$ cat src/rtl/assert_macros.svh
// Assertion helpers shared by the RTL
`ifndef ASSERT_MACROS_SVH
`define ASSERT_MACROS_SVH

// Check that the consequent holds in the same cycle as the antecedent
`define ASSERT_IMPLY(label, clock, reset_n, ante, cons) \
    label: assert property (@(posedge clock) disable iff (!reset_n) (ante) |-> (cons)) \
        else $error("implication check failed");

// Check a condition on every clock edge outside reset
`define ASSERT_ALWAYS(label, clock, reset_n, cond) \
    label: assert property (@(posedge clock) disable iff (!reset_n) (cond)) \
        else $error("invariant check failed");

`endif

$ cat src/rtl/pva_pkg.sv
package pva_pkg;

    localparam int ROTATION_STAGES = 16;
    localparam int TABLE_STAGES    = 24;
    localparam int STAGES          = (ROTATION_STAGES > TABLE_STAGES) ? TABLE_STAGES
                                                                      : ROTATION_STAGES;
    localparam int STAGE_W         = (STAGES > 1) ? $clog2(STAGES) : 1;
    localparam int TABLE_IDX_W     = 5;

    // Port field widths
    localparam int LEN_W     = 16;
    localparam int ANG_W     = 16;
    localparam int SUM_LEN_W = 17;
    localparam int DIR_W     = 16;

    // Internal widths: rotation components, rotation angle, vectoring components and angle
    localparam int ROT_W  = 27;
    localparam int ZR_W   = 28;
    localparam int VEC_W  = 29;
    localparam int ZV_W   = 30;
    localparam int ATAN_W = 26;

    // Angle units: input is 1/128 degree, internal is 2^-20 degree
    localparam int ANGLE_SHIFT = 13;
    localparam int ZFRAC_BITS  = 20;

    localparam logic [ANG_W-1:0] FULL_TURN_UNITS     = 16'd46080;
    localparam logic [ANG_W-1:0] QUARTER_UNITS       = 16'd11520;
    localparam logic [ANG_W-1:0] THREE_QUARTER_UNITS = 16'd34560;
    localparam logic [ANG_W-1:0] HALF_UNITS          = 16'd23040;

    localparam int HALF_TURN = 180;
    localparam logic signed [ZV_W-1:0] HALF_TURN_Z = ZV_W'(HALF_TURN * (1 << ZFRAC_BITS));

    localparam logic signed [DIR_W-1:0]  DIR_MAX    = 16'sd23040;
    localparam logic [SUM_LEN_W-1:0]     MAX_LENGTH = 17'd131070;

    // atan(2^-i) in degrees scaled by 2^20
    function automatic logic [ATAN_W-1:0] atan_z(input logic [TABLE_IDX_W-1:0] idx);
        logic [ATAN_W-1:0] v;
        case (idx)
            5'd0:    v = 26'd47185920;
            5'd1:    v = 26'd27855475;
            5'd2:    v = 26'd14718068;
            5'd3:    v = 26'd7471121;
            5'd4:    v = 26'd3750058;
            5'd5:    v = 26'd1876857;
            5'd6:    v = 26'd938658;
            5'd7:    v = 26'd469357;
            5'd8:    v = 26'd234682;
            5'd9:    v = 26'd117342;
            5'd10:   v = 26'd58671;
            5'd11:   v = 26'd29335;
            5'd12:   v = 26'd14668;
            5'd13:   v = 26'd7334;
            5'd14:   v = 26'd3667;
            5'd15:   v = 26'd1833;
            5'd16:   v = 26'd917;
            5'd17:   v = 26'd458;
            5'd18:   v = 26'd229;
            5'd19:   v = 26'd115;
            5'd20:   v = 26'd57;
            5'd21:   v = 26'd29;
            5'd22:   v = 26'd14;
            5'd23:   v = 26'd7;
            default: v = '0;
        endcase
        return v;
    endfunction

    // Squared CORDIC gain in Q32, truncated step by step
    function automatic logic [63:0] gain_sq_q32();
        logic [63:0] g;
        g = 64'd1 << 32;
        for (int i = 0; i < STAGES; i++)
            g = g + (g >> (2 * i));
        return g;
    endfunction

    localparam logic [63:0] GAIN_SQ = gain_sq_q32();
    localparam int GAIN_W    = 34;
    localparam int GAIN_LO_W = 17;
    localparam int GAIN_HI_W = GAIN_W - GAIN_LO_W;
    localparam logic [GAIN_W-1:0]    GAIN    = GAIN_SQ[GAIN_W-1:0];
    localparam logic [GAIN_LO_W-1:0] GAIN_LO = GAIN[GAIN_LO_W-1:0];
    localparam logic [GAIN_HI_W-1:0] GAIN_HI = GAIN[GAIN_W-1:GAIN_LO_W];

    // Length = round(x * 2^24 / G2): estimate by reciprocal, then one correction
    localparam int LEN_SHIFT       = 24;
    localparam int RECIP_SHIFT     = 27;
    localparam int RECIP_W         = 18;
    localparam logic [63:0] RECIP_FULL = (64'd1 << (RECIP_SHIFT + LEN_SHIFT)) / GAIN_SQ;
    localparam logic [RECIP_W-1:0] RECIP = RECIP_FULL[RECIP_W-1:0];
    localparam int XMAG_W = VEC_W - 1;
    localparam int PROD_W = XMAG_W + RECIP_W;
    localparam int Q_W    = 19;
    localparam int WIDE_W = 55;

    typedef struct packed {
        logic signed [ROT_W-1:0] x;
        logic signed [ROT_W-1:0] y;
        logic signed [ZR_W-1:0]  z;
    } rot_data_t;

    typedef struct packed {
        logic signed [VEC_W-1:0] x;
        logic signed [VEC_W-1:0] y;
        logic signed [ZV_W-1:0]  z;
        logic                    zero;
    } vec_data_t;

endpackage

$ cat src/rtl/pva_scale.sv
`include "assert_macros.svh"

module pva_scale
    import pva_pkg::*;
(
    input  logic                        clk,
    input  logic                        rst_n,
    input  logic                        in_valid,
    input  vec_data_t                   in_data,
    output logic                        done,
    output logic [SUM_LEN_W-1:0]        sum_length,
    output logic signed [DIR_W-1:0]     sum_direction
);

    localparam int DIRW_W = ZV_W - ANGLE_SHIFT + 1;

    // stage A: reciprocal estimate and direction rounding
    logic [XMAG_W-1:0]          x_mag;
    logic                       x_pos;
    logic [PROD_W-1:0]          prod;
    logic [PROD_W:0]            prod_rnd;
    logic [Q_W-1:0]             est;
    logic signed [ZV_W:0]       z_rnd;
    logic signed [DIRW_W-1:0]   dir_wide;
    logic signed [DIR_W-1:0]    dir_next;

    logic                       a_valid_reg;
    logic [Q_W-1:0]             a_est_reg;
    logic [XMAG_W-1:0]          a_x_reg;
    logic                       a_keep_reg;
    logic signed [DIR_W-1:0]    a_dir_reg;

    // stage B: partial products of estimate times gain
    logic [Q_W+GAIN_LO_W-1:0]   lo_next;
    logic [Q_W+GAIN_HI_W-1:0]   hi_next;

    logic                       b_valid_reg;
    logic [Q_W+GAIN_LO_W-1:0]   b_lo_reg;
    logic [Q_W+GAIN_HI_W-1:0]   b_hi_reg;
    logic [Q_W-1:0]             b_est_reg;
    logic [XMAG_W-1:0]          b_x_reg;
    logic                       b_keep_reg;
    logic signed [DIR_W-1:0]    b_dir_reg;

    // stage C: remainder check and saturation
    logic [WIDE_W-1:0]          est_gain;
    logic [WIDE_W-1:0]          numer;
    logic [WIDE_W-1:0]          rem;
    logic [WIDE_W-1:0]          denom;
    logic [Q_W:0]               q;
    logic [SUM_LEN_W-1:0]       len_next;

    logic                       done_reg;
    logic [SUM_LEN_W-1:0]       sum_length_reg;
    logic signed [DIR_W-1:0]    sum_direction_reg;

    always_comb begin
        x_mag    = in_data.x[XMAG_W-1:0];
        x_pos    = !in_data.x[VEC_W-1] && (in_data.x != '0);
        prod     = x_mag * RECIP;
        prod_rnd = (PROD_W+1)'(prod) + (PROD_W+1)'(1 << (RECIP_SHIFT - 1));
        est      = Q_W'(prod_rnd >> RECIP_SHIFT);

        z_rnd    = (ZV_W+1)'(in_data.z) + (ZV_W+1)'(1 << (ANGLE_SHIFT - 1));
        dir_wide = DIRW_W'(z_rnd >>> ANGLE_SHIFT);
        if (in_data.zero)
            dir_next = '0;
        else if (dir_wide > DIR_MAX)
            dir_next = DIR_MAX;
        else if (dir_wide < -DIR_MAX)
            dir_next = -DIR_MAX;
        else
            dir_next = DIR_W'(dir_wide);
    end

    always_comb begin
        lo_next = a_est_reg * GAIN_LO;
        hi_next = a_est_reg * GAIN_HI;
    end

    always_comb begin
        est_gain = (WIDE_W'(b_hi_reg) << GAIN_LO_W) + WIDE_W'(b_lo_reg);
        numer    = (WIDE_W'(b_x_reg) << (LEN_SHIFT + 1)) + WIDE_W'(GAIN);
        denom    = WIDE_W'(GAIN) << 1;
        // estimate is never above the quotient and at most one below it
        rem      = numer - (est_gain << 1);
        q        = (Q_W+1)'(b_est_reg) + (Q_W+1)'(rem >= denom);
        if (!b_keep_reg)
            len_next = '0;
        else if (q > (Q_W+1)'(MAX_LENGTH))
            len_next = MAX_LENGTH;
        else
            len_next = SUM_LEN_W'(q);
    end

    always_ff @(posedge clk or negedge rst_n) begin
        if (!rst_n) begin
            a_valid_reg <= 1'b0;
            b_valid_reg <= 1'b0;
            done_reg    <= 1'b0;
        end
        else begin
            a_valid_reg <= in_valid;
            b_valid_reg <= a_valid_reg;
            done_reg    <= b_valid_reg;
        end
    end

    always_ff @(posedge clk) begin
        if (in_valid) begin
            a_est_reg  <= est;
            a_x_reg    <= x_mag;
            a_keep_reg <= x_pos && !in_data.zero;
            a_dir_reg  <= dir_next;
        end
        if (a_valid_reg) begin
            b_lo_reg   <= lo_next;
            b_hi_reg   <= hi_next;
            b_est_reg  <= a_est_reg;
            b_x_reg    <= a_x_reg;
            b_keep_reg <= a_keep_reg;
            b_dir_reg  <= a_dir_reg;
        end
        if (b_valid_reg) begin
            sum_length_reg    <= len_next;
            sum_direction_reg <= b_dir_reg;
        end
    end

    assign done          = done_reg;
    assign sum_length    = sum_length_reg;
    assign sum_direction = sum_direction_reg;

    `ASSERT_IMPLY(a_done_follows_input, clk, rst_n, done, $past(in_valid, 3))
    `ASSERT_IMPLY(a_zero_sum_clean, clk, rst_n, done && $past(in_valid && in_data.zero, 3), sum_length == '0 && sum_direction == '0)

endmodule

$ cat config.mk
export PLATFORM = sky130hd
export DESIGN_NAME = pva_scale
export DESIGN_NICKNAME = d
export VERILOG_FILES = /design/src/rtl/pva_pkg.sv /design/src/rtl/pva_scale.sv
export VERILOG_INCLUDE_DIRS = /design/src /design/src/rtl
export SDC_FILE = /design/constraint.sdc
export NUM_CORES = 2
export LEC_CHECK = 0
export BUFFER_PORTS_ARGS = -buffer_cell sky130_fd_sc_hd__buf_2
export CORE_ASPECT_RATIO = 0.5
export CORE_MARGIN = 10
export CORE_UTILIZATION = 55
export CTS_BUF_LIST = sky130_fd_sc_hd__clkbuf_2
export DETAILED_ROUTE_END_ITERATION = 6
export GPL_TIMING_DRIVEN = 0
export PLACE_DENSITY_LB_ADDON = 0.25
export REMOVE_ABC_BUFFERS = 1
export SLEW_MARGIN = 10
export SYNTH_ARGS = -nofsm -noshare
export SYNTH_HDL_FRONTEND = slang
export SYNTH_SLANG_ARGS = --single-unit
$ cat constraint.sdc
create_clock -name clk -period 7.3 [get_ports clk]
set_input_delay 0.365 -clock clk [delete_from_list [all_inputs] [get_ports clk]]
set_output_delay 0.365 -clock clk [all_outputs]
set_load 0.02 [all_outputs]
==> reports/metrics.cfg <==
[grt]
grt_max_degree = 50
grt_pass1_vias = 23700
antenna_found_initial = 1
grt_overflow = 0
grt_pass1_wl_um = 123000
grt_util_all_layers = 0.223

[timing]
slew_violations = 0
maxSlewHeadroom = 0.289
rsz0062_at_grt = yes
period_minus_slack_ps = 8460
tns_ps = -17300
worst_pin_slew_ps = 1040
fin_worst_skew_ps = 139
setup_slack_ps = -1160
fin_crit_sh = 1.16
setup_viol = 17
fmax_mhz = 118
hold_viol = 0
fin_hold_ws_ps = 260

[synth]
synth_ff_type = edfxtp_1
syn_area_um2 = 32000
async_flop_share = 0.0130
synth_cells = 2946
yosysTopAreaCell = fa_1
avgSynthCellArea_um2 = 10.9
ys_top_cells_by_count = ha_1, inv_1, fa_1, edfxtp_1, a21oi_1
netlist-cell-type-count = 88
synth_most_common_cell = ha_1
ys_ff_latch = 231
ys_top_cells_by_area = fa_1, ha_1, edfxtp_1, inv_1, xnor2_1
ys_seq_area_frac = 0.216
synth_edf_count = 228
yosysWarnings = 0
synth.top_cell.area_share = 0.272

[placement]
hpwl_um = 60700
port_buffers = 84
gp_routability_congestion = 0.906
pre_cts_ws_ps = -2820

[status]
status = finished, violations left
violations = negative setup slack

[die]
row_count = 62
num_io_pins = 126
coreArea_um2 = 57500
die_area_um2 = 68900
initial_core_util = 0.557
die_h_um = 191
die_w_um = 361

[cts]
clock_path_buffers = 3
cts_tree = done
cts_inserted_buffers = 55
clkLatencyLatePin_ps = 1050
clock_sinks = 231
htreeDepth = 2
cts_root_buf = clkbuf_2
path_clk_slew_ps = 120

[detailed_routing]
drt-initial-drc-count = 1253
via_per_inst = 5.56
wl_um = 76000
postRouteAntennaNets = 0
vias = 22400
wire_per_inst_um = 18.9
drt_pass1_iterations = 5
drc = 0

[finish]
nets = 4285
multi_input_area_um2 = 23500
drive_above_1_share = 0.115
layout.area.seq_um2 = 6930
fill_cells = 4506
area_growth_syn_to_layout_pct = 11.6
largest_reg_flops = 36

[setup_path]
rr_startpoint = b_lo_reg[0]$_DFFE_PP_
arrival_ps = 9140
slowest_stage = or4_4
cpMostUsedCell = a21o_1
r2r_cells = 37
end_kind = register
path_max_fanout = 6
rrSetupSlack_ps = -1160
r2r-end = sum_length[0]$_SDFFCE_PP0P_
path_class = register to register
required_ps = 7990
cp-start-kind = register
cp_slowest_stage_delay_ps = 470
path_delay_family = compound AO/OA/AOI/OAI gates
critPathBufInv = 2

[run]
maxCapViolations = 0

[worst_hold_path]
hp-class = input pin to async pin

[worst min-delay path, delay by kind of cell]
kind	cells	cell delay (ps)
buf+inv	3	1260
[metal layers]
metal / track usage / routed length, um / up-vias
met5: 0 / 0 / -
met4: 0.0575 / 1900 / 0
met3: 0.0361 / 4520 / 120
met2: 0.380 / 36400 / 591
met1: 0.294 / 33200 / 11000
li1: - / - / 10600
[cells by family after synthesis]
kind of cell	share of synthesized area
AND/OR/NAND/NOR	0.0740
multiplexers	0.00289
flip-flops	0.216
AO/OA/AOI/OAI	0.0992
adder cells (fa/ha/maj)	0.487
XOR/XNOR	0.0525
buffers and inverters	0.0680
[repair_timing]
| item | in CTS | in global routing |
|---|---|---|
| setup endpoints to repair | 21 | 24 |
| gates resized for setup | 88 | 51 |
| pin swaps | 52 | 50 |
| hold buffers | 67 | 0 |
| gates cloned | 1 | 0 |
| buffers inserted | 31 | 44 |
| hold endpoints to repair | 94 | 0 |
[layout by cell type, fill, tap and decap left out, types with 77 or more instances in the layout]
cell type  instances
a21oi_1          127
buf_2             80
clkbuf_2          80
edfxtp_1         228
fa_1             434
ha_1             537
inv_1            550
nand2_1          100
nor2_1            96
xnor2_1          108
xor2_1            77
[layout make-up]
cell class / instances / area share
Multi-Input combinational cell: 2138 / 0.657
Sequential cell: 231 / 0.194
Inverter: 551 / 0.0578
Timing Repair Buffer: 229 / 0.0503
Tap cell: 768 / 0.0269
Clock buffer: 80 / 0.0112
Clock inverter: 20 / 0.00273
Antenna cell: 1 / 0.0000700
[worst max-delay path by stage]
stage	startpoint	to	slack, ps	cells past startpoint
3_5_place_dp	b_lo_reg[0]$_DFFE_PP_	sum_length[9]$_SDFFCE_PN0P_	-2820	37
4_1_cts	b_lo_reg[0]$_DFFE_PP_	sum_length[9]$_SDFFCE_PN0P_	-1030	36
2_1_floorplan	b_lo_reg[0]$_DFFE_PP_	sum_length[0]$_SDFFCE_PP0P_	-500	35
6_report	b_lo_reg[0]$_DFFE_PP_	sum_length[0]$_SDFFCE_PP0P_	-1160	37
3_3_place_gp	b_lo_reg[0]$_DFFE_PP_	sum_length[9]$_SDFFCE_PN0P_	-2760	37
5_1_grt	b_lo_reg[0]$_DFFE_PP_	sum_length[0]$_SDFFCE_PP0P_	-1510	38
[per-stage QoR]
step | area, um^2 | std cells | util
after detailed placement | 33400 | 3774 | 0.581
after floorplan | 31900 | 2919 | -
after CTS | 35200 | 3973 | 0.612
after global placement | 33300 | 3771 | 0.579
final | 35800 | 4018 | 0.622
after global routing | 35800 | 4018 | 0.622
Power is not shown: default switching activity piles up to over one toggle a cycle in this logic, so the estimate is an artifact.
