===== config.mk =====
export PLATFORM = sky130hd
export DESIGN_NAME = pva_vec_cell
export DESIGN_NICKNAME = d
export VERILOG_FILES = /design/src/rtl/pva_pkg.sv /design/src/rtl/pva_vec_cell.sv
export VERILOG_INCLUDE_DIRS = /design/src /design/src/rtl
export SDC_FILE = /design/constraint.sdc
export NUM_CORES = 1
export LEC_CHECK = 0
export BUFFER_PORTS_ARGS = -buffer_cell sky130_fd_sc_hd__buf_2
export CAP_MARGIN = 30
export CORE_AREA = 2 2 176 195
export DETAILED_ROUTE_END_ITERATION = 7
export DIE_AREA = 0 0 178 197
export PLACE_DENSITY = 0.7
export SKIP_CTS_REPAIR_TIMING = 1
export SLEW_MARGIN = 15
export SYNTH_ARGS = -nofsm -noshare
export SYNTH_HDL_FRONTEND = slang
export SYNTH_SLANG_ARGS = --single-unit

===== constraint.sdc =====
create_clock -name clk -period 0.8 [get_ports clk]
set_clock_uncertainty 0.15 [all_clocks]
set_input_delay 0.08 -clock clk [delete_from_list [all_inputs] [get_ports clk]]
set_output_delay 0.08 -clock clk [all_outputs]
set_load 0.005 [all_outputs]

===== src/rtl/assert_macros.svh =====
// Assertion helpers shared by the RTL
`ifndef ASSERT_MACROS_SVH
`define ASSERT_MACROS_SVH

// Check that the consequent holds in the same cycle as the antecedent
`define ASSERT_IMPLY(label, clock, reset_n, ante, cons) \
    label: assert property (@(posedge clock) disable iff (!reset_n) (ante) |-> (cons)) \
        else $error("implication check failed");

// Check a condition on every clock edge outside reset
`define ASSERT_ALWAYS(label, clock, reset_n, cond) \
    label: assert property (@(posedge clock) disable iff (!reset_n) (cond)) \
        else $error("invariant check failed");

`endif


===== src/rtl/pva_pkg.sv =====
package pva_pkg;

    localparam int ROTATION_STAGES = 16;
    localparam int TABLE_STAGES    = 24;
    localparam int STAGES          = (ROTATION_STAGES > TABLE_STAGES) ? TABLE_STAGES
                                                                      : ROTATION_STAGES;
    localparam int STAGE_W         = (STAGES > 1) ? $clog2(STAGES) : 1;
    localparam int TABLE_IDX_W     = 5;

    // Port field widths
    localparam int LEN_W     = 16;
    localparam int ANG_W     = 16;
    localparam int SUM_LEN_W = 17;
    localparam int DIR_W     = 16;

    // Internal widths: rotation components, rotation angle, vectoring components and angle
    localparam int ROT_W  = 27;
    localparam int ZR_W   = 28;
    localparam int VEC_W  = 29;
    localparam int ZV_W   = 30;
    localparam int ATAN_W = 26;

    // Angle units: input is 1/128 degree, internal is 2^-20 degree
    localparam int ANGLE_SHIFT = 13;
    localparam int ZFRAC_BITS  = 20;

    localparam logic [ANG_W-1:0] FULL_TURN_UNITS     = 16'd46080;
    localparam logic [ANG_W-1:0] QUARTER_UNITS       = 16'd11520;
    localparam logic [ANG_W-1:0] THREE_QUARTER_UNITS = 16'd34560;
    localparam logic [ANG_W-1:0] HALF_UNITS          = 16'd23040;

    localparam int HALF_TURN = 180;
    localparam logic signed [ZV_W-1:0] HALF_TURN_Z = ZV_W'(HALF_TURN * (1 << ZFRAC_BITS));

    localparam logic signed [DIR_W-1:0]  DIR_MAX    = 16'sd23040;
    localparam logic [SUM_LEN_W-1:0]     MAX_LENGTH = 17'd131070;

    // atan(2^-i) in degrees scaled by 2^20
    function automatic logic [ATAN_W-1:0] atan_z(input logic [TABLE_IDX_W-1:0] idx);
        logic [ATAN_W-1:0] v;
        case (idx)
            5'd0:    v = 26'd47185920;
            5'd1:    v = 26'd27855475;
            5'd2:    v = 26'd14718068;
            5'd3:    v = 26'd7471121;
            5'd4:    v = 26'd3750058;
            5'd5:    v = 26'd1876857;
            5'd6:    v = 26'd938658;
            5'd7:    v = 26'd469357;
            5'd8:    v = 26'd234682;
            5'd9:    v = 26'd117342;
            5'd10:   v = 26'd58671;
            5'd11:   v = 26'd29335;
            5'd12:   v = 26'd14668;
            5'd13:   v = 26'd7334;
            5'd14:   v = 26'd3667;
            5'd15:   v = 26'd1833;
            5'd16:   v = 26'd917;
            5'd17:   v = 26'd458;
            5'd18:   v = 26'd229;
            5'd19:   v = 26'd115;
            5'd20:   v = 26'd57;
            5'd21:   v = 26'd29;
            5'd22:   v = 26'd14;
            5'd23:   v = 26'd7;
            default: v = '0;
        endcase
        return v;
    endfunction

    // Squared CORDIC gain in Q32, truncated step by step
    function automatic logic [63:0] gain_sq_q32();
        logic [63:0] g;
        g = 64'd1 << 32;
        for (int i = 0; i < STAGES; i++)
            g = g + (g >> (2 * i));
        return g;
    endfunction

    localparam logic [63:0] GAIN_SQ = gain_sq_q32();
    localparam int GAIN_W    = 34;
    localparam int GAIN_LO_W = 17;
    localparam int GAIN_HI_W = GAIN_W - GAIN_LO_W;
    localparam logic [GAIN_W-1:0]    GAIN    = GAIN_SQ[GAIN_W-1:0];
    localparam logic [GAIN_LO_W-1:0] GAIN_LO = GAIN[GAIN_LO_W-1:0];
    localparam logic [GAIN_HI_W-1:0] GAIN_HI = GAIN[GAIN_W-1:GAIN_LO_W];

    // Length = round(x * 2^24 / G2): estimate by reciprocal, then one correction
    localparam int LEN_SHIFT       = 24;
    localparam int RECIP_SHIFT     = 27;
    localparam int RECIP_W         = 18;
    localparam logic [63:0] RECIP_FULL = (64'd1 << (RECIP_SHIFT + LEN_SHIFT)) / GAIN_SQ;
    localparam logic [RECIP_W-1:0] RECIP = RECIP_FULL[RECIP_W-1:0];
    localparam int XMAG_W = VEC_W - 1;
    localparam int PROD_W = XMAG_W + RECIP_W;
    localparam int Q_W    = 19;
    localparam int WIDE_W = 55;

    typedef struct packed {
        logic signed [ROT_W-1:0] x;
        logic signed [ROT_W-1:0] y;
        logic signed [ZR_W-1:0]  z;
    } rot_data_t;

    typedef struct packed {
        logic signed [VEC_W-1:0] x;
        logic signed [VEC_W-1:0] y;
        logic signed [ZV_W-1:0]  z;
        logic                    zero;
    } vec_data_t;

endpackage


===== src/rtl/pva_vec_cell.sv =====
`include "assert_macros.svh"

module pva_vec_cell
    import pva_pkg::*;
(
    input  logic               clk,
    input  logic               rst_n,
    input  logic [STAGE_W-1:0] stage,
    input  logic               in_valid,
    input  vec_data_t          in_data,
    output logic               out_valid,
    output vec_data_t          out_data
);

    logic                    valid_reg;
    vec_data_t               data_reg, data_next;
    logic signed [VEC_W-1:0] dx;
    logic signed [VEC_W-1:0] dy;
    logic signed [ZV_W-1:0]  step;

    always_comb begin
        dx        = in_data.y >>> stage;
        dy        = in_data.x >>> stage;
        step      = $signed(ZV_W'(atan_z(TABLE_IDX_W'(stage))));
        data_next = in_data;
        // drive y towards zero, accumulate the angle in z
        if (in_data.y[VEC_W-1]) begin
            data_next.x = in_data.x - dx;
            data_next.y = in_data.y + dy;
            data_next.z = in_data.z - step;
        end
        else begin
            data_next.x = in_data.x + dx;
            data_next.y = in_data.y - dy;
            data_next.z = in_data.z + step;
        end
    end

    always_ff @(posedge clk or negedge rst_n) begin
        if (!rst_n)
            valid_reg <= 1'b0;
        else
            valid_reg <= in_valid;
    end

    always_ff @(posedge clk) begin
        if (in_valid)
            data_reg <= data_next;
    end

    assign out_valid = valid_reg;
    assign out_data  = data_reg;

    // x starts non-negative and only grows through the vectoring row
    `ASSERT_ALWAYS(a_x_nonneg, clk, rst_n, !out_valid || !out_data.x[VEC_W-1])

endmodule


==> flow_summary.ini, run 1 <==
[timing]
layout_setup_ws_ns = -3.51
max_freq_ghz = 0.232
hold_violations = 2
setup_viol = 178
fin_crit_sh = 5.39
fin_crit_ns = 4.31
tightestPinTransition_ns = 0.612
whs_ns = -0.135
slew_violations = 0
rsz0062_at_grt = yes
slew-limit-headroom = 0.587

[worst_setup_path]
cp.required_ns = 0.77
crit_fanout = 8
cp-start-kind = input port
cp_data_arrival_time_ns = 4.28
end_kind = register
crit_type = in2reg

[finish]
area_growth_pct = 63.3
finalNetCount = 2434
drive_gt1_frac = 0.550
antenna_cells = 0
multi_input_area_mm2 = 0.0113
regArea_mm2 = 0.00270
nFillCells = 2583
utilization = 0.649

[min_path]
min_path_type = in2async

[power]
p_leak_uw = 0.00961
p_per_area_mw_per_mm2 = 1610
peakVddDrop_mv = 1.24

[yosys]
synth-edff-count = 89
syn-cell-area_mm2 = 0.0131
synthCells = 1446
synth-seq-area-share = 0.206
synth.avg_cell_area_um2 = 9.08
synth.top_cell.area_share = 0.204
ys_ff_latch = 90
synthTopCellsByArea = edfxtp_1 20%, mux4_2 11%, ha_1 9.5%
ys.flop_type = edfxtp_1
yosysTopAreaCell = edfxtp_1
ys_warn_count = 0
async_reset_ff_frac = 0.0111
synth_cell_type_count = 85
synth_nets = 1645

[detailed_routing]
drt_iter0_drc = 1209
ant_nets = 0
via_per_inst = 5.78
routedWlPerCell_um = 19.6
vias = 15400
post-route-drc-count = 0
routed_wl_um = 52500
firstDrtPassIters = 5

[floorplanning]
core_mm2 = 0.0330
ios = 186
rows = 70
fp.dieW_um = 178
start_util = 0.397
die_area_mm2 = 0.0351
die_h_um = 197

[run_status]
status = complete, but fails checks
violations = hold timing, setup timing

[cts]
cts_num_sinks = 90
cts_tree = yes
cts-root-buf = clkbuf_16
htreeDepth = 3
cts_buffers = 9
clk_pin_slew_worst_paths_ns = 0.07
clk_path_buf_depth = 2

[global_route]
antenna_found_initial = 1
grt_pass1_wl_um = 77100
grt_max_degree = 46
grt_remaining_overflow = 0
grt_pass1_vias = 14800
grt_use_total = 0.279

[placement]
place.detailed.hpwl_um = 40200
gp_congestion = 0.997
portBuffers = 185

[flow_run]
cap_violations = 0
## placed cells by master, fill, tap and decap left out, types with 13 or more instances in the layout
master / n
buf_4: 619
buf_2: 181
nor2_1: 102
nand2_1: 91
edfxtp_1: 89
a21oi_1: 86
ha_1: 81
xnor2_1: 77
mux4_2: 69
mux2i_1: 47
xor2_1: 43
inv_1: 39
nor3_1: 38
a21oi_2: 38
mux2_2: 37
o21ai_0: 36
buf_6: 31
a21o_1: 24
nand3_1: 24
o21a_1: 20
nand2b_1: 17
buf_12: 17
a31oi_1: 16
o21ai_1: 15
o21ai_2: 14
nor2b_1: 14
o211ai_1: 13
## worst max path at each step
stage | cells past startpoint | slack (ns) | startpoint | to
floorplan | 23 | -3.87 | stage[0] | out_data[59]$_DFFE_PP_
global placement | 21 | -4.00 | stage[0] | out_data[87]$_DFFE_PP_
detailed placement | 19 | -4.10 | stage[0] | out_data[87]$_DFFE_PP_
CTS | 18 | -3.75 | stage[0] | out_data[88]$_DFFE_PP_
global route | 22 | -3.67 | stage[0] | out_data[58]$_DFFE_PP_
finish | 21 | -3.51 | stage[0] | out_data[58]$_DFFE_PP_
## stage by stage
stage | area, um^2 | std cells | total power [uW] | worst slack (ns) | TNS, ns
finish | 21400 | 2672 | 34600 | -3.51 | -274.57
global route | 21400 | 2672 | 36700 | -3.67 | -286.20
CTS | 19700 | 2612 | 31800 | -3.75 | -293.68
detailed placement | 19400 | 2596 | 27100 | -4.10 | -312.48
global placement | 19400 | 2596 | 26700 | -4.00 | -305.70
floorplan | 13800 | 1446 | 18000 | -3.87 | -271.38
## critical path, cell delays in order
cell and delay [ns]:
buf_16 0.13, buf_12 0.15, buf_12 0.13, mux4_2 0.50, mux2_4 0.30, mux2i_4 0.17
ha_2 0.22, and3_4 0.20, and3_4 0.23, nor2b_4 0.18, a21oi_1 0.09, xor2_1 0.17
ha_2 0.23, nor3_4 0.15, o211a_1 0.23, o31ai_4 0.09, or3_4 0.34, o211ai_1 0.28
a31oi_2 0.15, mux2i_1 0.18, nand2_1 0.07
## cell type report
class                   count  area share
clock buffers               9      0.0105
clock inverters             7     0.00327
inverters                  44     0.00829
multi-input cells        1233       0.528
flip-flops and latches     90       0.126
well taps                 432      0.0252
repair buffers            857       0.299
## layer usage
layer  vias to the layer above  part of all wire  wire length [um]  track usage
met1                      7451              0.41             21500        0.371
met5                         -           0.00021                11            0
met4                         2             0.032              1680       0.0899
li1                       7100                 -                 -            -
met3                       155             0.076              4010       0.0438
met2                       723              0.48             25300        0.462
## synth_stat cells, drive strengths merged (16+ instances only)
master  number
a21oi      133
nor2       119
ha         100
nand2       99
edfxtp      89
xnor2       86
mux4        72
o21ai       71
mux2i       54
nor3        51
xor2        48
buf         47
inv         44
mux2        43
clkbuf      32
nand3       32
a21o        24
nand2b      22
a31oi       20
o21a        20
nor2b       19
and3        16
## flip-flops by register name (all words and copies together), names as in the netlist
register / flops
out_data: 89
out_valid: 1
## where the power goes
| part | leakage [uW] | total [uW] | internal, uW | switching [uW] |
|---|---|---|---|---|
| clock network | 0.000135 | 4510 | 2410 | 2090 |
| registers | 0.000883 | 7260 | 6990 | 277 |
| logic | 0.00859 | 22800 | 12000 | 10800 |
| total | 0.00961 | 34600 | 21400 | 13200 |
## kinds of logic after synthesis
kind of cell / count (synthesis) / synth area share
buffers and inverters: 123 / 0.0436
and+or+nand+nor: 427 / 0.159
xor gates and xnor gates: 135 / 0.0911
DFF: 90 / 0.206
adders and majority gates: 103 / 0.0999
muxes: 169 / 0.203
AOI/OAI and AO/OA: 399 / 0.198
Note: power is estimated with default switching activity, not from simulation.
==> run 2: changes to the inputs <==
--- a/config.mk
+++ b/config.mk
@@ -6,12 +6,14 @@
 export SDC_FILE = /design/constraint.sdc
 export NUM_CORES = 1
 export LEC_CHECK = 0
+export ABC_AREA = 1
 export BUFFER_PORTS_ARGS = -buffer_cell sky130_fd_sc_hd__buf_2
 export CAP_MARGIN = 30
-export CORE_AREA = 2 2 176 195
+export CORE_AREA = 2 2 171 190
 export DETAILED_ROUTE_END_ITERATION = 7
-export DIE_AREA = 0 0 178 197
+export DIE_AREA = 0 0 173 192
 export PLACE_DENSITY = 0.7
+export REMOVE_ABC_BUFFERS = 1
 export SKIP_CTS_REPAIR_TIMING = 1
 export SLEW_MARGIN = 15
 export SYNTH_ARGS = -nofsm -noshare
==> run 2 against run 1 <==
Net effect:
- the run still ends with hold timing, setup timing left
- global-route usage fell by 1.4 points
- maximum frequency rose by 19%
- clock power increased by 12%
- design area increased by 1.6%
- worst hold slack worse by 0.0083 ns
- critical endpoint is now out_data[30]$_DFFE_PP_
- routed wire length rose by 4.9%
- power increased by 5.0%
- die area fell by 5.3%
- critical path type unchanged
- synthesized cell count rose by 30%
==> flow_summary.ini, run 2 <==
[run_status]
status = complete, but fails checks
violations = hold timing, setup timing

[global_route]
grt_max_degree = 45
grt_pass1_wl_um = 71300
antenna_found_initial = 0
grt_pass1_vias = 14900
grt_use_total = 0.265
grt_remaining_overflow = 0

[worst_setup_path]
cp.required_ns = 0.77
cp_slowest_cell = ha_1
cp_data_arrival_time_ns = 3.61
end_kind = register
cp-start-kind = input port
crit_type = in2reg
slowest_delay_ns = 0.39
crit_fanout = 8
crit_top_cell = buf_12
cp_cell_sequence = buf_12, buf_12, buf_12, ha_1, a21oi_1, o21ai_1, nor2_1, nand2_2, nor2_4, nand2_4, nor3b_4, nor2_4, xor2_1, ha_1, nand2_2, nor2_2, nand2_1, nor4_1, nand2_1, o211ai_1, buf_4, nand4_1, nand3_1, xor2_1

[placement]
portBuffers = 185
gp_congestion = 0.911
placed_cell_area_mm2 = 0.0177
place.detailed.hpwl_um = 37400

[floorplanning]
fp.dieW_um = 173
die_h_um = 192
core_mm2 = 0.0311
ios = 186
start_util = 0.397
die_area_mm2 = 0.0332
rows = 68

[finish]
postLayoutCellArea_mm2 = 0.0218
finalNetCount = 2849
largest_register_ffs = 89
antenna_cells = 0
area_growth_pct = 76.4
final_common_cell = buf_4
layout_common_cells = 559 x buf_4, 422 x nand2_1, 180 x buf_2
drive_gt1_frac = 0.507
utilization = 0.700

[timing]
hold_violations = 2
fin_crit_sh = 4.54
slew-limit-headroom = 0.718
setup_viol = 178
max_freq_ghz = 0.275
slew_violations = 0
rsz0062_at_grt = yes
fin_crit_ns = 3.64
setup_tns_ns = -230.77
whs_ns = -0.144
layout_setup_ws_ns = -2.84
tightestPinTransition_ns = 0.420

[yosys]
synth_cell_type_count = 52
async_reset_ff_frac = 0.0111
yosys-top-cells-count = 550 x nand2_1, 251 x nand3_1, 159 x nor2_1, 147 x inv_1, 107 x a21oi_1
yosysTopAreaCell = edfxtp_1
ys_ff_latch = 90
synthTopCellsByArea = edfxtp_1 22%, nand2_1 17%, nand3_1 10%
synth.top_cell.area_share = 0.216
synth-edff-count = 89
synth-seq-area-share = 0.218
yosysMostFrequentCell = nand2_1
synthCells = 1885
ys_warn_count = 0
syn-cell-area_mm2 = 0.0124
synth.avg_cell_area_um2 = 6.55
ys.flop_type = edfxtp_1

[detailed_routing]
ant_nets = 0
via_per_inst = 5.43
drt_iter0_drc = 1089
vias = 16700
routed_wl_um = 55100
post-route-drc-count = 0
firstDrtPassIters = 7
routedWlPerCell_um = 17.9

[power]
peakVddDrop_mv = 1.13
p_leak_uw = 0.0106
total_power_uw = 36300
p_per_area_mw_per_mm2 = 1670

[cts]
cts_buffers = 9
clk_path_buf_depth = 2
cts_num_sinks = 90
cts-root-buf = clkbuf_16
cts_tree = yes
htreeDepth = 3
clk_pin_slew_worst_paths_ns = 0.07

[flow_run]
cap_violations = 0

[min_path]
min_path_type = in2async
==> run 2: cell types whose count changed in the layout (fill, tap and decap cells not counted), moves of 43 or more <==
| cell | delta |
|---|---|
| nand2_1 | +331 |
| nand3_1 | +150 |
| nand2_2 | +95 |
| inv_1 | +92 |
| mux4_2 | -69 |
| buf_4 | -60 |
| nand3_2 | +56 |
| mux2i_1 | -47 |
| xnor2_1 | -43 |
==> run 2: worst max-delay path: cells and delay by family <==
kind | cells | cell delay (ns)
AO/OA/AOI/OAI | 3 | 0.32
XOR/XNOR | 2 | 0.24
adder cells (fa/ha/maj) | 2 | 0.61
buffers and inverters | 4 | 0.58
AND/OR/NAND/NOR | 13 | 1.73
==> run 2: routing by layer <==
| metal | share of wire | up-vias | global-route usage |
|---|---|---|---|
| met3 | 0.054 | 245 | 0.0218 |
| met5 | 0 | - | 0 |
| met1 | 0.39 | 7841 | 0.317 |
| met4 | 0.060 | 0 | 0.114 |
| met2 | 0.50 | 737 | 0.485 |
| li1 | - | 7875 | - |
==> run 2: through the flow <==
stage | hold slack (ns) | setup WS [ns] | cells
final | -0.144 | -2.84 | 3075
after global routing | -0.134 | -2.99 | 3075
after CTS | -0.684 | -3.08 | 2988
after detailed placement | -0.294 | -3.44 | 2972
after global placement | -0.296 | -3.33 | 2972
after floorplan | -0.366 | -3.32 | 1821
==> run 2: cell type report <==
| class | instances | area, um^2 |
|---|---|---|
| Clock buffer | 12 | 256 |
| Fill cell | 2294 | 9360 |
| Sequential cell | 90 | 2700 |
| Timing Repair Buffer | 818 | 6280 |
| Inverter | 161 | 627 |
| Clock inverter | 4 | 75.1 |
| Tap cell | 420 | 526 |
| Multi-Input combinational cell | 1570 | 11300 |
==> run 2: final timing paths <==
check | startpoint | end | depth (start not counted)
min | rst_n | out_valid$_DFF_PN0_ | 2
min in group clk | in_data[30] | out_data[30]$_DFFE_PP_ | 3
max | stage[0] | out_data[30]$_DFFE_PP_ | 24
max in group asynchronous | rst_n | out_valid$_DFF_PN0_ | 2
==> run 2: logic make-up after synthesis <==
kind of cell               synth area share
DFF                                   0.218
adders and majority gates             0.106
AOI/OAI and AO/OA                     0.136
xor gates and xnor gates             0.0922
and+or+nand+nor                       0.369
buffers and inverters                0.0784
==> run 2: where the power goes <==
group / leakage, uW / total (uW) / switching, uW / internal [uW]
Combinational: 0.00959 / 24000 / 12300 / 11700
Clock: 0.000155 / 5060 / 2150 / 2920
Sequential: 0.000882 / 7310 / 319 / 6990
