File: src/rtl/assert_macros.svh
// Assertion helpers shared by the RTL
`ifndef ASSERT_MACROS_SVH
`define ASSERT_MACROS_SVH

// Check that the consequent holds in the same cycle as the antecedent
`define ASSERT_IMPLY(label, clock, reset_n, ante, cons) \
    label: assert property (@(posedge clock) disable iff (!reset_n) (ante) |-> (cons)) \
        else $error("implication check failed");

// Check a condition on every clock edge outside reset
`define ASSERT_ALWAYS(label, clock, reset_n, cond) \
    label: assert property (@(posedge clock) disable iff (!reset_n) (cond)) \
        else $error("invariant check failed");

`endif

File: src/rtl/pva_pkg.sv
package pva_pkg;

    localparam int ROTATION_STAGES = 16;
    localparam int TABLE_STAGES    = 24;
    localparam int STAGES          = (ROTATION_STAGES > TABLE_STAGES) ? TABLE_STAGES
                                                                      : ROTATION_STAGES;
    localparam int STAGE_W         = (STAGES > 1) ? $clog2(STAGES) : 1;
    localparam int TABLE_IDX_W     = 5;

    // Port field widths
    localparam int LEN_W     = 16;
    localparam int ANG_W     = 16;
    localparam int SUM_LEN_W = 17;
    localparam int DIR_W     = 16;

    // Internal widths: rotation components, rotation angle, vectoring components and angle
    localparam int ROT_W  = 27;
    localparam int ZR_W   = 28;
    localparam int VEC_W  = 29;
    localparam int ZV_W   = 30;
    localparam int ATAN_W = 26;

    // Angle units: input is 1/128 degree, internal is 2^-20 degree
    localparam int ANGLE_SHIFT = 13;
    localparam int ZFRAC_BITS  = 20;

    localparam logic [ANG_W-1:0] FULL_TURN_UNITS     = 16'd46080;
    localparam logic [ANG_W-1:0] QUARTER_UNITS       = 16'd11520;
    localparam logic [ANG_W-1:0] THREE_QUARTER_UNITS = 16'd34560;
    localparam logic [ANG_W-1:0] HALF_UNITS          = 16'd23040;

    localparam int HALF_TURN = 180;
    localparam logic signed [ZV_W-1:0] HALF_TURN_Z = ZV_W'(HALF_TURN * (1 << ZFRAC_BITS));

    localparam logic signed [DIR_W-1:0]  DIR_MAX    = 16'sd23040;
    localparam logic [SUM_LEN_W-1:0]     MAX_LENGTH = 17'd131070;

    // atan(2^-i) in degrees scaled by 2^20
    function automatic logic [ATAN_W-1:0] atan_z(input logic [TABLE_IDX_W-1:0] idx);
        logic [ATAN_W-1:0] v;
        case (idx)
            5'd0:    v = 26'd47185920;
            5'd1:    v = 26'd27855475;
            5'd2:    v = 26'd14718068;
            5'd3:    v = 26'd7471121;
            5'd4:    v = 26'd3750058;
            5'd5:    v = 26'd1876857;
            5'd6:    v = 26'd938658;
            5'd7:    v = 26'd469357;
            5'd8:    v = 26'd234682;
            5'd9:    v = 26'd117342;
            5'd10:   v = 26'd58671;
            5'd11:   v = 26'd29335;
            5'd12:   v = 26'd14668;
            5'd13:   v = 26'd7334;
            5'd14:   v = 26'd3667;
            5'd15:   v = 26'd1833;
            5'd16:   v = 26'd917;
            5'd17:   v = 26'd458;
            5'd18:   v = 26'd229;
            5'd19:   v = 26'd115;
            5'd20:   v = 26'd57;
            5'd21:   v = 26'd29;
            5'd22:   v = 26'd14;
            5'd23:   v = 26'd7;
            default: v = '0;
        endcase
        return v;
    endfunction

    // Squared CORDIC gain in Q32, truncated step by step
    function automatic logic [63:0] gain_sq_q32();
        logic [63:0] g;
        g = 64'd1 << 32;
        for (int i = 0; i < STAGES; i++)
            g = g + (g >> (2 * i));
        return g;
    endfunction

    localparam logic [63:0] GAIN_SQ = gain_sq_q32();
    localparam int GAIN_W    = 34;
    localparam int GAIN_LO_W = 17;
    localparam int GAIN_HI_W = GAIN_W - GAIN_LO_W;
    localparam logic [GAIN_W-1:0]    GAIN    = GAIN_SQ[GAIN_W-1:0];
    localparam logic [GAIN_LO_W-1:0] GAIN_LO = GAIN[GAIN_LO_W-1:0];
    localparam logic [GAIN_HI_W-1:0] GAIN_HI = GAIN[GAIN_W-1:GAIN_LO_W];

    // Length = round(x * 2^24 / G2): estimate by reciprocal, then one correction
    localparam int LEN_SHIFT       = 24;
    localparam int RECIP_SHIFT     = 27;
    localparam int RECIP_W         = 18;
    localparam logic [63:0] RECIP_FULL = (64'd1 << (RECIP_SHIFT + LEN_SHIFT)) / GAIN_SQ;
    localparam logic [RECIP_W-1:0] RECIP = RECIP_FULL[RECIP_W-1:0];
    localparam int XMAG_W = VEC_W - 1;
    localparam int PROD_W = XMAG_W + RECIP_W;
    localparam int Q_W    = 19;
    localparam int WIDE_W = 55;

    typedef struct packed {
        logic signed [ROT_W-1:0] x;
        logic signed [ROT_W-1:0] y;
        logic signed [ZR_W-1:0]  z;
    } rot_data_t;

    typedef struct packed {
        logic signed [VEC_W-1:0] x;
        logic signed [VEC_W-1:0] y;
        logic signed [ZV_W-1:0]  z;
        logic                    zero;
    } vec_data_t;

endpackage

File: src/rtl/pva_rot_cell.sv
module pva_rot_cell
    import pva_pkg::*;
(
    input  logic               clk,
    input  logic               rst_n,
    input  logic [STAGE_W-1:0] stage,
    input  logic               in_valid,
    input  rot_data_t          in_a,
    input  rot_data_t          in_b,
    output logic               out_valid,
    output rot_data_t          out_a,
    output rot_data_t          out_b
);

    logic                   valid_reg;
    rot_data_t              a_reg, a_next;
    rot_data_t              b_reg, b_next;
    logic signed [ZR_W-1:0] step;

    function automatic rot_data_t rotate(input rot_data_t d, input logic [STAGE_W-1:0] sh,
                                         input logic signed [ZR_W-1:0] st);
        logic signed [ROT_W-1:0] dx;
        logic signed [ROT_W-1:0] dy;
        rot_data_t               r;
        dx = d.y >>> sh;
        dy = d.x >>> sh;
        r  = d;
        // drive z towards zero
        if (!d.z[ZR_W-1]) begin
            r.x = d.x - dx;
            r.y = d.y + dy;
            r.z = d.z - st;
        end
        else begin
            r.x = d.x + dx;
            r.y = d.y - dy;
            r.z = d.z + st;
        end
        return r;
    endfunction

    always_comb begin
        step   = $signed(ZR_W'(atan_z(TABLE_IDX_W'(stage))));
        a_next = rotate(in_a, stage, step);
        b_next = rotate(in_b, stage, step);
    end

    always_ff @(posedge clk or negedge rst_n) begin
        if (!rst_n)
            valid_reg <= 1'b0;
        else
            valid_reg <= in_valid;
    end

    always_ff @(posedge clk) begin
        if (in_valid) begin
            a_reg <= a_next;
            b_reg <= b_next;
        end
    end

    assign out_valid = valid_reg;
    assign out_a     = a_reg;
    assign out_b     = b_reg;

endmodule

File: config.mk
export PLATFORM = sky130hd
export DESIGN_NAME = pva_rot_cell
export DESIGN_NICKNAME = d
export VERILOG_FILES = /design/src/rtl/assert_macros.svh /design/src/rtl/pva_pkg.sv /design/src/rtl/pva_rot_cell.sv
export SDC_FILE = /design/constraint.sdc
export NUM_CORES = 1
export LEC_CHECK = 0
export BUFFER_PORTS_ARGS = -buffer_cell sky130_fd_sc_hd__buf_2
export CAP_MARGIN = 20
export CORE_ASPECT_RATIO = 0.75
export CORE_UTILIZATION = 35
export CTS_CLUSTER_SIZE = 8
export DETAILED_ROUTE_END_ITERATION = 10
export PLACE_DENSITY = 0.57
export SYNTH_ARGS = -nofsm -noshare
export SYNTH_HDL_FRONTEND = slang
export SYNTH_SLANG_ARGS = --single-unit
File: constraint.sdc
create_clock -name clk -period 0.8 [get_ports clk]
set_input_delay 0.04 -clock clk [delete_from_list [all_inputs] [get_ports clk]]
set_output_delay 0.04 -clock clk [all_outputs]
set_load 0.03 [all_outputs]
==> flow_metrics.env, run 1 <==
export IMPL_yosysTopAreaCell="edfxtp_1"
export IMPL_critPathLaunchType="primary input"
export IMPL_vias=24900
export IMPL_setup_viol=366
export IMPL_vias_per_cell=5.52
export IMPL_postSynthCellCount=2330
export IMPL_synthesis_nets=2693
export IMPL_antenna_found_initial=3
export IMPL_synth_compound_area_share_pct=17.8
export IMPL_holdBufCountCts=3
export IMPL_multi_input_area_um2=18900
export IMPL_finalHoldViolations=5
export IMPL_avgSynthCellArea_um2=9.48
export IMPL_drt_iter0_markers=1783
export IMPL_endpoint_kind="flip-flop"
export IMPL_slew_violations=0
export IMPL_groute_usage_overall_pct=27.8
export IMPL_globalplace_congestion=0.933
export IMPL_num_rows=79
export IMPL_critical_path_required_ns=1.06
export IMPL_drive_gt1_share_pct=56.6
export IMPL_synth_ff_type="edfxtp_1"
export IMPL_firstDrtPassIters=5
export IMPL_post_route_util_pct=58.6
export IMPL_max_slew_margin_pct=56.4
export IMPL_synth_distinct_cells=87
export IMPL_ctsRootBufferMaster="clkbuf_16"
export IMPL_synthMuxAreaShare_pct=21.1
export IMPL_wl_per_cell_um=20.6
export IMPL_path_clk_slew_ns=0.08
export IMPL_whs_path_depth=2
export IMPL_clk_path_buf_depth=2
export IMPL_area_sequential_um2=4950
export IMPL_synthXorXnorAreaFrac_pct=9.92
export IMPL_start_util_pct=35.5
export IMPL_dp_slack_ns=-4.42
export IMPL_ys_warnings_count=0
export IMPL_ant_nets=0
export IMPL_synth_top_family_by_area="multiplexers"
export IMPL_hold_class="in2reg"
export IMPL_synthSimpleGateAreaFrac_pct=13.7
export IMPL_dp_hpwl_mm=71.6
export IMPL_mostFrequentLayoutCells="1018 x buf_4, 330 x buf_2, 166 x nand2_1"
export IMPL_synth_seq_cells=165
export IMPL_drc=0
export IMPL_grt_pass1_vias=24500
export IMPL_core_area_um2=62200
export IMPL_fill_cells=5218
export IMPL_final_nets=4050
export IMPL_final_area_um2=36400
export IMPL_htree_levels=4
export IMPL_min_period_ns=4.43
export IMPL_yosys_top_cells_area="edfxtp_1 22%, mux4_2 14%, ha_1 11%"
export IMPL_port_buffers=335
export IMPL_holdWs_ns=-0.167
export IMPL_syn_area_um2=22100
export IMPL_ys_seq_area_share_pct=22.4
export IMPL_cp_max_fo=8
export IMPL_worstMarginPinSlew_ns=0.647
export IMPL_cap_violations=0
export IMPL_area_delta_synth_final_pct=64.9
export IMPL_wl_mm=93.0
export IMPL_setup_slack_ns=-3.63
export IMPL_rsz0062_at_grt="yes"
export IMPL_worstPathArrival_ns=4.68
export IMPL_grt_pass1_wl_mm=138
export IMPL_synth_top_area_share_pct=22.3
export IMPL_synth_fa_ha_area_share_pct=11.1
export IMPL_synth_edf_count=164
export IMPL_die_w_um=292
export IMPL_dieArea_um2=64100
export IMPL_violations="negative hold slack, negative setup slack"
export IMPL_ir_drop_uv=1880
export IMPL_grt_overflow_total=0
export IMPL_io_pins=336
export IMPL_grt_max_degree=37
export IMPL_final_common_cell="buf_4"
export IMPL_die_h_um=220
export IMPL_cts_made_buffers=17
export IMPL_dpl_cell_area_um2=32400
export IMPL_crit_type="in2reg"
export IMPL_cts_num_sinks=165
export IMPL_ys_async_sr_fraction_pct=0.606
export IMPL_timing_final_crit_share_pct=553
export IMPL_run_status="complete, but fails checks"
export IMPL_p_leak_nw=16.4
export IMPL_cts_tree="done"
export IMPL_max_freq_mhz=226
export IMPL_p_per_area_nw_per_um2=1850
-- final timing paths --
check                      startpoint                   to  slack [ns]
worst min-delay path          in_a[0]   out_a[0]$_DFFE_PP_       -0.17
max in group asynchronous       rst_n  out_valid$_DFF_PN0_        0.33
worst max-delay path         stage[0]  out_a[54]$_DFFE_PP_       -3.63
min in group asynchronous       rst_n  out_valid$_DFF_PN0_        0.37
-- area by class of cell --
type | count | area share (%)
multi-input cells | 1982 | 51.8
clock buffers | 17 | 1.17
flip-flops and latches | 165 | 13.6
inverters | 76 | 0.821
repair buffers | 1445 | 29.4
clock inverters | 15 | 0.436
diodes | 5 | 0.0344
well taps | 810 | 2.78
-- per-layer routing --
layer  part of all wire (%)  vias to the layer above  track usage [%]
li1                       -                    11500                -
met3                    7.4                      151             5.37
met4                    2.1                        4             6.95
met2                     46                      923             44.6
met1                     44                    12300             38.3
met5                  0.033                        -                0
-- cell usage after synthesis (18+ instances only) --
library cell  instances
a21oi_1             196
nor3_1               42
edfxtp_1            164
a31oi_1              32
nand2b_1             34
mux4_2              134
a21o_1               57
xor2_1               77
and3_1               24
buf_2                39
mux2_2               59
a211oi_1             20
o21ai_0             120
o21a_1               32
nand2_1             173
mux2i_1              97
nor2_1              185
xnor2_1             173
inv_1                73
and2_1               18
nor2b_1              37
nand3_1              38
clkbuf_1             32
ha_1                186
o211ai_1             22
-- cells by family (layout without fill, tap and decap cells) --
kind of cell    after synthesis  in the layout
compound gates              625            625
flops                       165            165
fa+ha+maj                   192            192
mux                         291            291
other cells                   0              5
buf+inv                     183           1553
xor+xnor                    250            250
simple gates                624            624
-- what timing repair did --
action,4_1_cts,5_1_grt
resized for setup,247,223
cloned,5,0
endpoints found under the hold margin,9,6
endpoints found under the setup margin,329,366
pin swaps,118,148
buffers inserted,98,63
-- flip-flops by register name, indices dropped and copies added (netlist names) --
| name | cells |
|---|---|
| out_a | 82 |
| out_b | 82 |
| out_valid | 1 |
-- power by group --
group	total (mW)	internal, mW	switching (mW)
combinational	45.2	21.5	23.7
sequential	13.6	12.9	0.647
clock	8.75	4.18	4.56
-- stage by stage --
step           total power [mW]  cells  setup TNS, ns  hold slack, ns
3_5_place_dp               52.6   4331        -529.66          -0.184
5_1_grt                    71.0   4511        -517.07          -0.161
6_report                   67.5   4515        -494.26          -0.167
2_1_floorplan              36.3   2330        -452.41          -0.256
3_3_place_gp               52.1   4331        -516.57          -0.184
4_1_cts                    64.4   4460        -482.52          -0.184
-- critical path, stage by stage --
cell      delay, ns
buf_16         0.13
buf_16         0.14
buf_6          0.11
mux4_2         0.51
mux2i_4        0.20
mux2i_2        0.12
nor4_2         0.33
and3_1         0.26
or3b_4         0.40
and2_4         0.18
xnor2_2        0.12
ha_1           0.31
a41o_1         0.22
a221oi_4       0.30
a21bo_4        0.27
a31oi_4        0.17
o21ai_2        0.09
o21a_1         0.22
a211oi_2       0.32
a21oi_2        0.10
xnor2_1        0.13
Note: power is estimated with default switching activity, not from simulation.
==> run 2, diff against run 1 <==
Clock period 0.8 ns to 5.4 ns, I/O delays scaled along.
==> flow_metrics.env, run 2 (same netlist as run 1, synthesis figures left out) <==
export IMPL_setup_viol=0
export IMPL_drt_iter0_markers=2035
export IMPL_ctsRootBufferMaster="clkbuf_16"
export IMPL_cts_num_sinks=165
export IMPL_critPathLaunchType="primary input"
export IMPL_pwr_share_clk_pct=15.7
export IMPL_grt_pass1_wl_mm=118
export IMPL_p_leak_nw=11.4
export IMPL_path_clk_slew_ns=0.07
export IMPL_port_buffers=335
export IMPL_crit_chain="clkbuf_8, mux4_2, mux2i_1, mux2i_1, nor4_2, and3_1, or3b_4, and2_1, xnor2_1, ha_1, a41o_1, a221oi_1, buf_4, a21bo_2, a31oi_1, o21ai_0, o21a_1, a211oi_1, a21oi_1, xnor2_1"
export IMPL_max_slew_margin_pct=34.1
export IMPL_run_status="finished, final reports clean"
export IMPL_ir_drop_uv=240
export IMPL_p_int_mw=4.42
export IMPL_io_pins=336
export IMPL_rsz0062_at_grt="no"
export IMPL_worstMarginPinSlew_ns=0.981
export IMPL_globalplace_congestion=0.962
export IMPL_core_area_um2=62200
export IMPL_antenna_found_initial=10
export IMPL_hold_class="in2async"
export IMPL_critical_path_required_ns=5.64
export IMPL_switching_share_pct=44.1
export IMPL_num_rows=79
export IMPL_cp_max_fo=14
export IMPL_crit_path_top_delay_cell="mux4_2"
export IMPL_drive_gt1_share_pct=29.1
export IMPL_max_freq_mhz=195
export IMPL_die_h_um=220
export IMPL_dieArea_um2=64100
export IMPL_dpl_cell_area_um2=26100
export IMPL_start_util_pct=35.5
export IMPL_grt_pass1_vias=19800
export IMPL_endpoint_kind="flip-flop"
export IMPL_pwr_share_comb_pct=58.7
export IMPL_finalHoldViolations=0
export IMPL_grt_overflow_total=0
export IMPL_cts_made_buffers=17
export IMPL_seq_power_share_pct=25.6
export IMPL_die_w_um=292
export IMPL_final_nets=3168
export IMPL_ant_nets=0
export IMPL_wl_mm=77.9
export IMPL_min_period_ns=5.13
export IMPL_tns_ns=0
export IMPL_final_common_cell="buf_2"
export IMPL_vias=20900
export IMPL_mostFrequentLayoutCells="330 x buf_2, 219 x buf_4, 196 x a21oi_1"
export IMPL_grt_max_degree=88
export IMPL_slowest_delay_ns=0.58
export IMPL_p_per_area_nw_per_um2=297
export IMPL_timing_final_crit_share_pct=95.0
export IMPL_wl_per_cell_um=21.4
export IMPL_drc=0
export IMPL_vias_per_cell=5.76
export IMPL_crit_type="in2reg"
export IMPL_clk_path_buf_depth=2
export IMPL_firstDrtPassIters=5
export IMPL_cts_tree="done"
export IMPL_worstPathArrival_ns=5.37
export IMPL_groute_usage_overall_pct=24.0
export IMPL_holdWs_ns=0.0694
export IMPL_slew_violations=0
export IMPL_cap_violations=0
export IMPL_p_switching_mw=3.49
export IMPL_final_area_um2=26600
export IMPL_area_delta_synth_final_pct=20.7
export IMPL_htree_levels=4
export IMPL_dp_hpwl_mm=61.9
[run 2: cell count changes in the layout (fill, tap and decap cells not counted), moves of 36 or more]
cell     delta
a21oi_1    +84
buf_4     -799
nor2_1     +36
ha_1       +38
o21ai_0    +55
buf_6      -59
a21oi_2    -72
[run 2: power by group through the flow]
| stage | Clock (mW) | Combinational (mW) | Sequential (mW) |
|---|---|---|---|
| after floorplan | 0 | 2.42 | 2.75 |
| after global placement | 0 | 4.55 | 2.05 |
| after detailed placement | 0 | 4.58 | 2.05 |
| after CTS | 1.29 | 4.62 | 2.03 |
| after global routing | 1.32 | 5.03 | 2.06 |
| final | 1.24 | 4.64 | 2.03 |
[run 2: final timing paths]
| path | cells past startpoint | startpoint | to | slack (ns) |
|---|---|---|---|---|
| max | 20 | stage[0] | out_a[54]$_DFFE_PP_ | 0.27 |
| min | 2 | rst_n | out_valid$_DFF_PN0_ | 0.07 |
| max in group asynchronous | 2 | rst_n | out_valid$_DFF_PN0_ | 5.25 |
| min in group clk | 2 | in_b[0] | out_b[0]$_DFFE_PP_ | 0.07 |
[run 2: layout make-up]
class	count	area [um2]
Fill cell	5971	35500
Multi-Input combinational cell	1982	16300
Sequential cell	165	4950
Timing Repair Buffer	563	3540
Tap cell	810	1010
Clock buffer	19	433
Inverter	76	288
Clock inverter	13	120
Antenna cell	3	7.51
[run 2: metrics by stage]
stage               total power, mW  setup WS [ns]  std cells  utilization (%)
global placement               6.60         -0.148       3595             41.9
finish                         7.91          0.272       3631             42.9
detailed placement             6.63         -0.208       3595             41.9
global route                   8.41        0.00657       3630             42.9
floorplan                      5.17         0.0283       2330                -
CTS                            7.94          0.356       3628             42.8
[run 2: repair_timing]
item / in CTS / in global routing
setup buffers: 0 / 0
gates resized for setup: 0 / 2
endpoints found under the hold margin: 1 / 0
setup endpoints to repair: 0 / 3
hold buffers: 1 / 0
[run 2: per-layer routing]
| metal | wire (um) | vias up | global-route usage (%) |
|---|---|---|---|
| li1 | - | 9796 | - |
| met1 | 37200 | 10100 | 35.5 |
| met2 | 33200 | 901 | 35.5 |
| met3 | 6130 | 79 | 4.46 |
| met4 | 1260 | 6 | 6.23 |
| met5 | 36 | - | 0 |
[run 2: critical path, delay by kind of cell]
family          cells  cell delay, ns
compound gates      8            1.80
buf+inv             2            0.38
mux                 3            1.11
simple gates        4            1.19
fa+ha+maj           1            0.32
xor+xnor            2            0.27
==> run 3, diff against run 2 <==
Settings changed: BUFFER_PORTS_ARGS -buffer_cell sky130_fd_sc_hd__buf_2 to not set, CORE_UTILIZATION 35 to 50, DONT_BUFFER_PORTS set to 1, PLACE_DENSITY 0.57 to not set.
==> flow_metrics.env, run 3 (same netlist as run 1, synthesis figures left out) <==
export IMPL_run_status="finished, final reports clean"
export IMPL_dpl_cell_area_um2=22500
export IMPL_ant_nets=0
export IMPL_path_buf_inv=2
export IMPL_path_common_cell="a31oi_1"
export IMPL_vias=18500
export IMPL_placed_cells=2835
export IMPL_p_leak_nw=9.09
export IMPL_max_freq_mhz=202
export IMPL_mostFrequentLayoutCells="196 x a21oi_1, 186 x ha_1, 185 x nor2_1"
export IMPL_vias_per_cell=6.46
export IMPL_critical_path_required_ns=5.63
export IMPL_dp_hpwl_mm=52.1
export IMPL_critPathLaunchType="primary input"
export IMPL_groute_usage_overall_pct=30.1
export IMPL_setup_viol=0
export IMPL_worstMarginPinSlew_ns=1.08
export IMPL_worstPathArrival_ns=5.19
export IMPL_path_delay_family="compound AO/OA/AOI/OAI gates"
export IMPL_dieArea_um2=45000
export IMPL_wl_per_cell_um=23.9
export IMPL_rsz0062_at_grt="no"
export IMPL_cts_num_sinks=165
export IMPL_endpoint_kind="flip-flop"
export IMPL_timing_final_crit_share_pct=91.9
export IMPL_slew_violations=0
export IMPL_grt_pass1_vias=17300
export IMPL_path_clk_slew_ns=0.07
export IMPL_post_route_util_pct=53.4
export IMPL_io_pins=336
export IMPL_slowest_delay_ns=0.59
export IMPL_final_common_cell="a21oi_1"
export IMPL_grt_pass1_wl_mm=105
export IMPL_grt_max_degree=166
export IMPL_port_buffers=0
export IMPL_tns_ns=0
export IMPL_fin_cells=2873
export IMPL_wl_mm=68.6
export IMPL_num_rows=66
export IMPL_drive_gt1_share_pct=12.9
export IMPL_globalplace_congestion=0.908
export IMPL_die_w_um=245
export IMPL_die_h_um=184
export IMPL_drc=0
export IMPL_crit_path_top_delay_cell="mux4_2"
export IMPL_final_area_um2=23200
export IMPL_diodes=0
export IMPL_min_period_ns=4.96
export IMPL_ctsRootBufferMaster="clkbuf_16"
export IMPL_cts_tree="done"
export IMPL_firstDrtPassIters=6
export IMPL_hold_class="in2reg"
export IMPL_cts_made_buffers=17
export IMPL_drt_iter0_markers=1722
export IMPL_gr_usage_met1_pct=44.8
export IMPL_antenna_found_initial=0
export IMPL_met2_usage_pct=43.2
export IMPL_crit_chain="inv_2, buf_4, mux4_2, nor3_4, and3_1, and2_1, a21oi_1, xnor2_1, ha_1, a21o_1, a2111oi_0, o21ai_0, a31oi_1, o31ai_1, a41oi_1, a31oi_1, a31oi_1, xnor2_1"
export IMPL_area_delta_synth_final_pct=5.02
export IMPL_finalHoldViolations=0
export IMPL_htree_levels=4
export IMPL_ir_drop_uv=314
export IMPL_max_slew_margin_pct=28.0
export IMPL_final_nets=2645
export IMPL_core_area_um2=43400
export IMPL_crit_type="in2reg"
export IMPL_clk_path_buf_depth=2
export IMPL_grt_busiest_layer="met1"
export IMPL_grt_overflow_total=0
export IMPL_grtUsageMet3_pct=8.33
export IMPL_holdWs_ns=0.0312
export IMPL_cp_max_fo=139
export IMPL_p_per_area_nw_per_um2=305
export IMPL_start_util_pct=50.8
export IMPL_cap_violations=0
-- run 3: changes by cell type in the layout (fill, tap and decap cells not counted), sizes merged --
cell         previous run  this run
buf                   561        35
clkbuf                 20        18
clkinv                  6         7
clkinvlp                1         2
diode                   3         0
dlygate4sd3             1         5
inv                    81        80
-- run 3: report_power, final --
| group | switching (mW) | internal [mW] |
|---|---|---|
| registers | 0.846 | 1.95 |
| logic | 1.64 | 1.37 |
| clock network | 0.596 | 0.660 |
| total | 3.09 | 3.98 |
-- run 3: what timing repair did --
item | CTS | global route
hold buffers | 6 | 0
resized for setup | 0 | 2
buffers inserted | 0 | 0
setup endpoints to repair | 0 | 3
hold endpoints to repair | 169 | 0
-- run 3: final timing paths --
check                          from                   to  slack [ns]  cells after the start
setup / recovery           stage[3]  out_a[81]$_DFFE_PP_        0.44                     18
hold / removal             in_a[55]  out_a[55]$_DFFE_PP_        0.03                      1
max in group asynchronous     rst_n  out_valid$_DFF_PN0_        4.77                      2
min in group asynchronous     rst_n  out_valid$_DFF_PN0_        0.53                      2
-- run 3: metal layers --
layer / share of wire [%] / vias to the layer above
li1: - / 8740
met1: 47 / 8886
met2: 42 / 863
met3: 10 / 57
met4: 1.5 / 0
met5: 0 / -
-- run 3: per-stage QoR --
stage	total power, mW	setup WS, ns
floorplan	5.17	0.0283
global placement	5.72	0.0720
detailed placement	5.75	0.0190
CTS	7.07	0.495
global route	7.49	0.0949
finish	7.07	0.440
-- run 3: final cells by class --
class	count	area, um2
clock buffers	18	439
clock inverters	14	146
fillers	3946	20200
inverters	76	288
multi-input cells	1982	16300
flip-flops and latches	165	4950
well taps	578	723
repair buffers	40	358
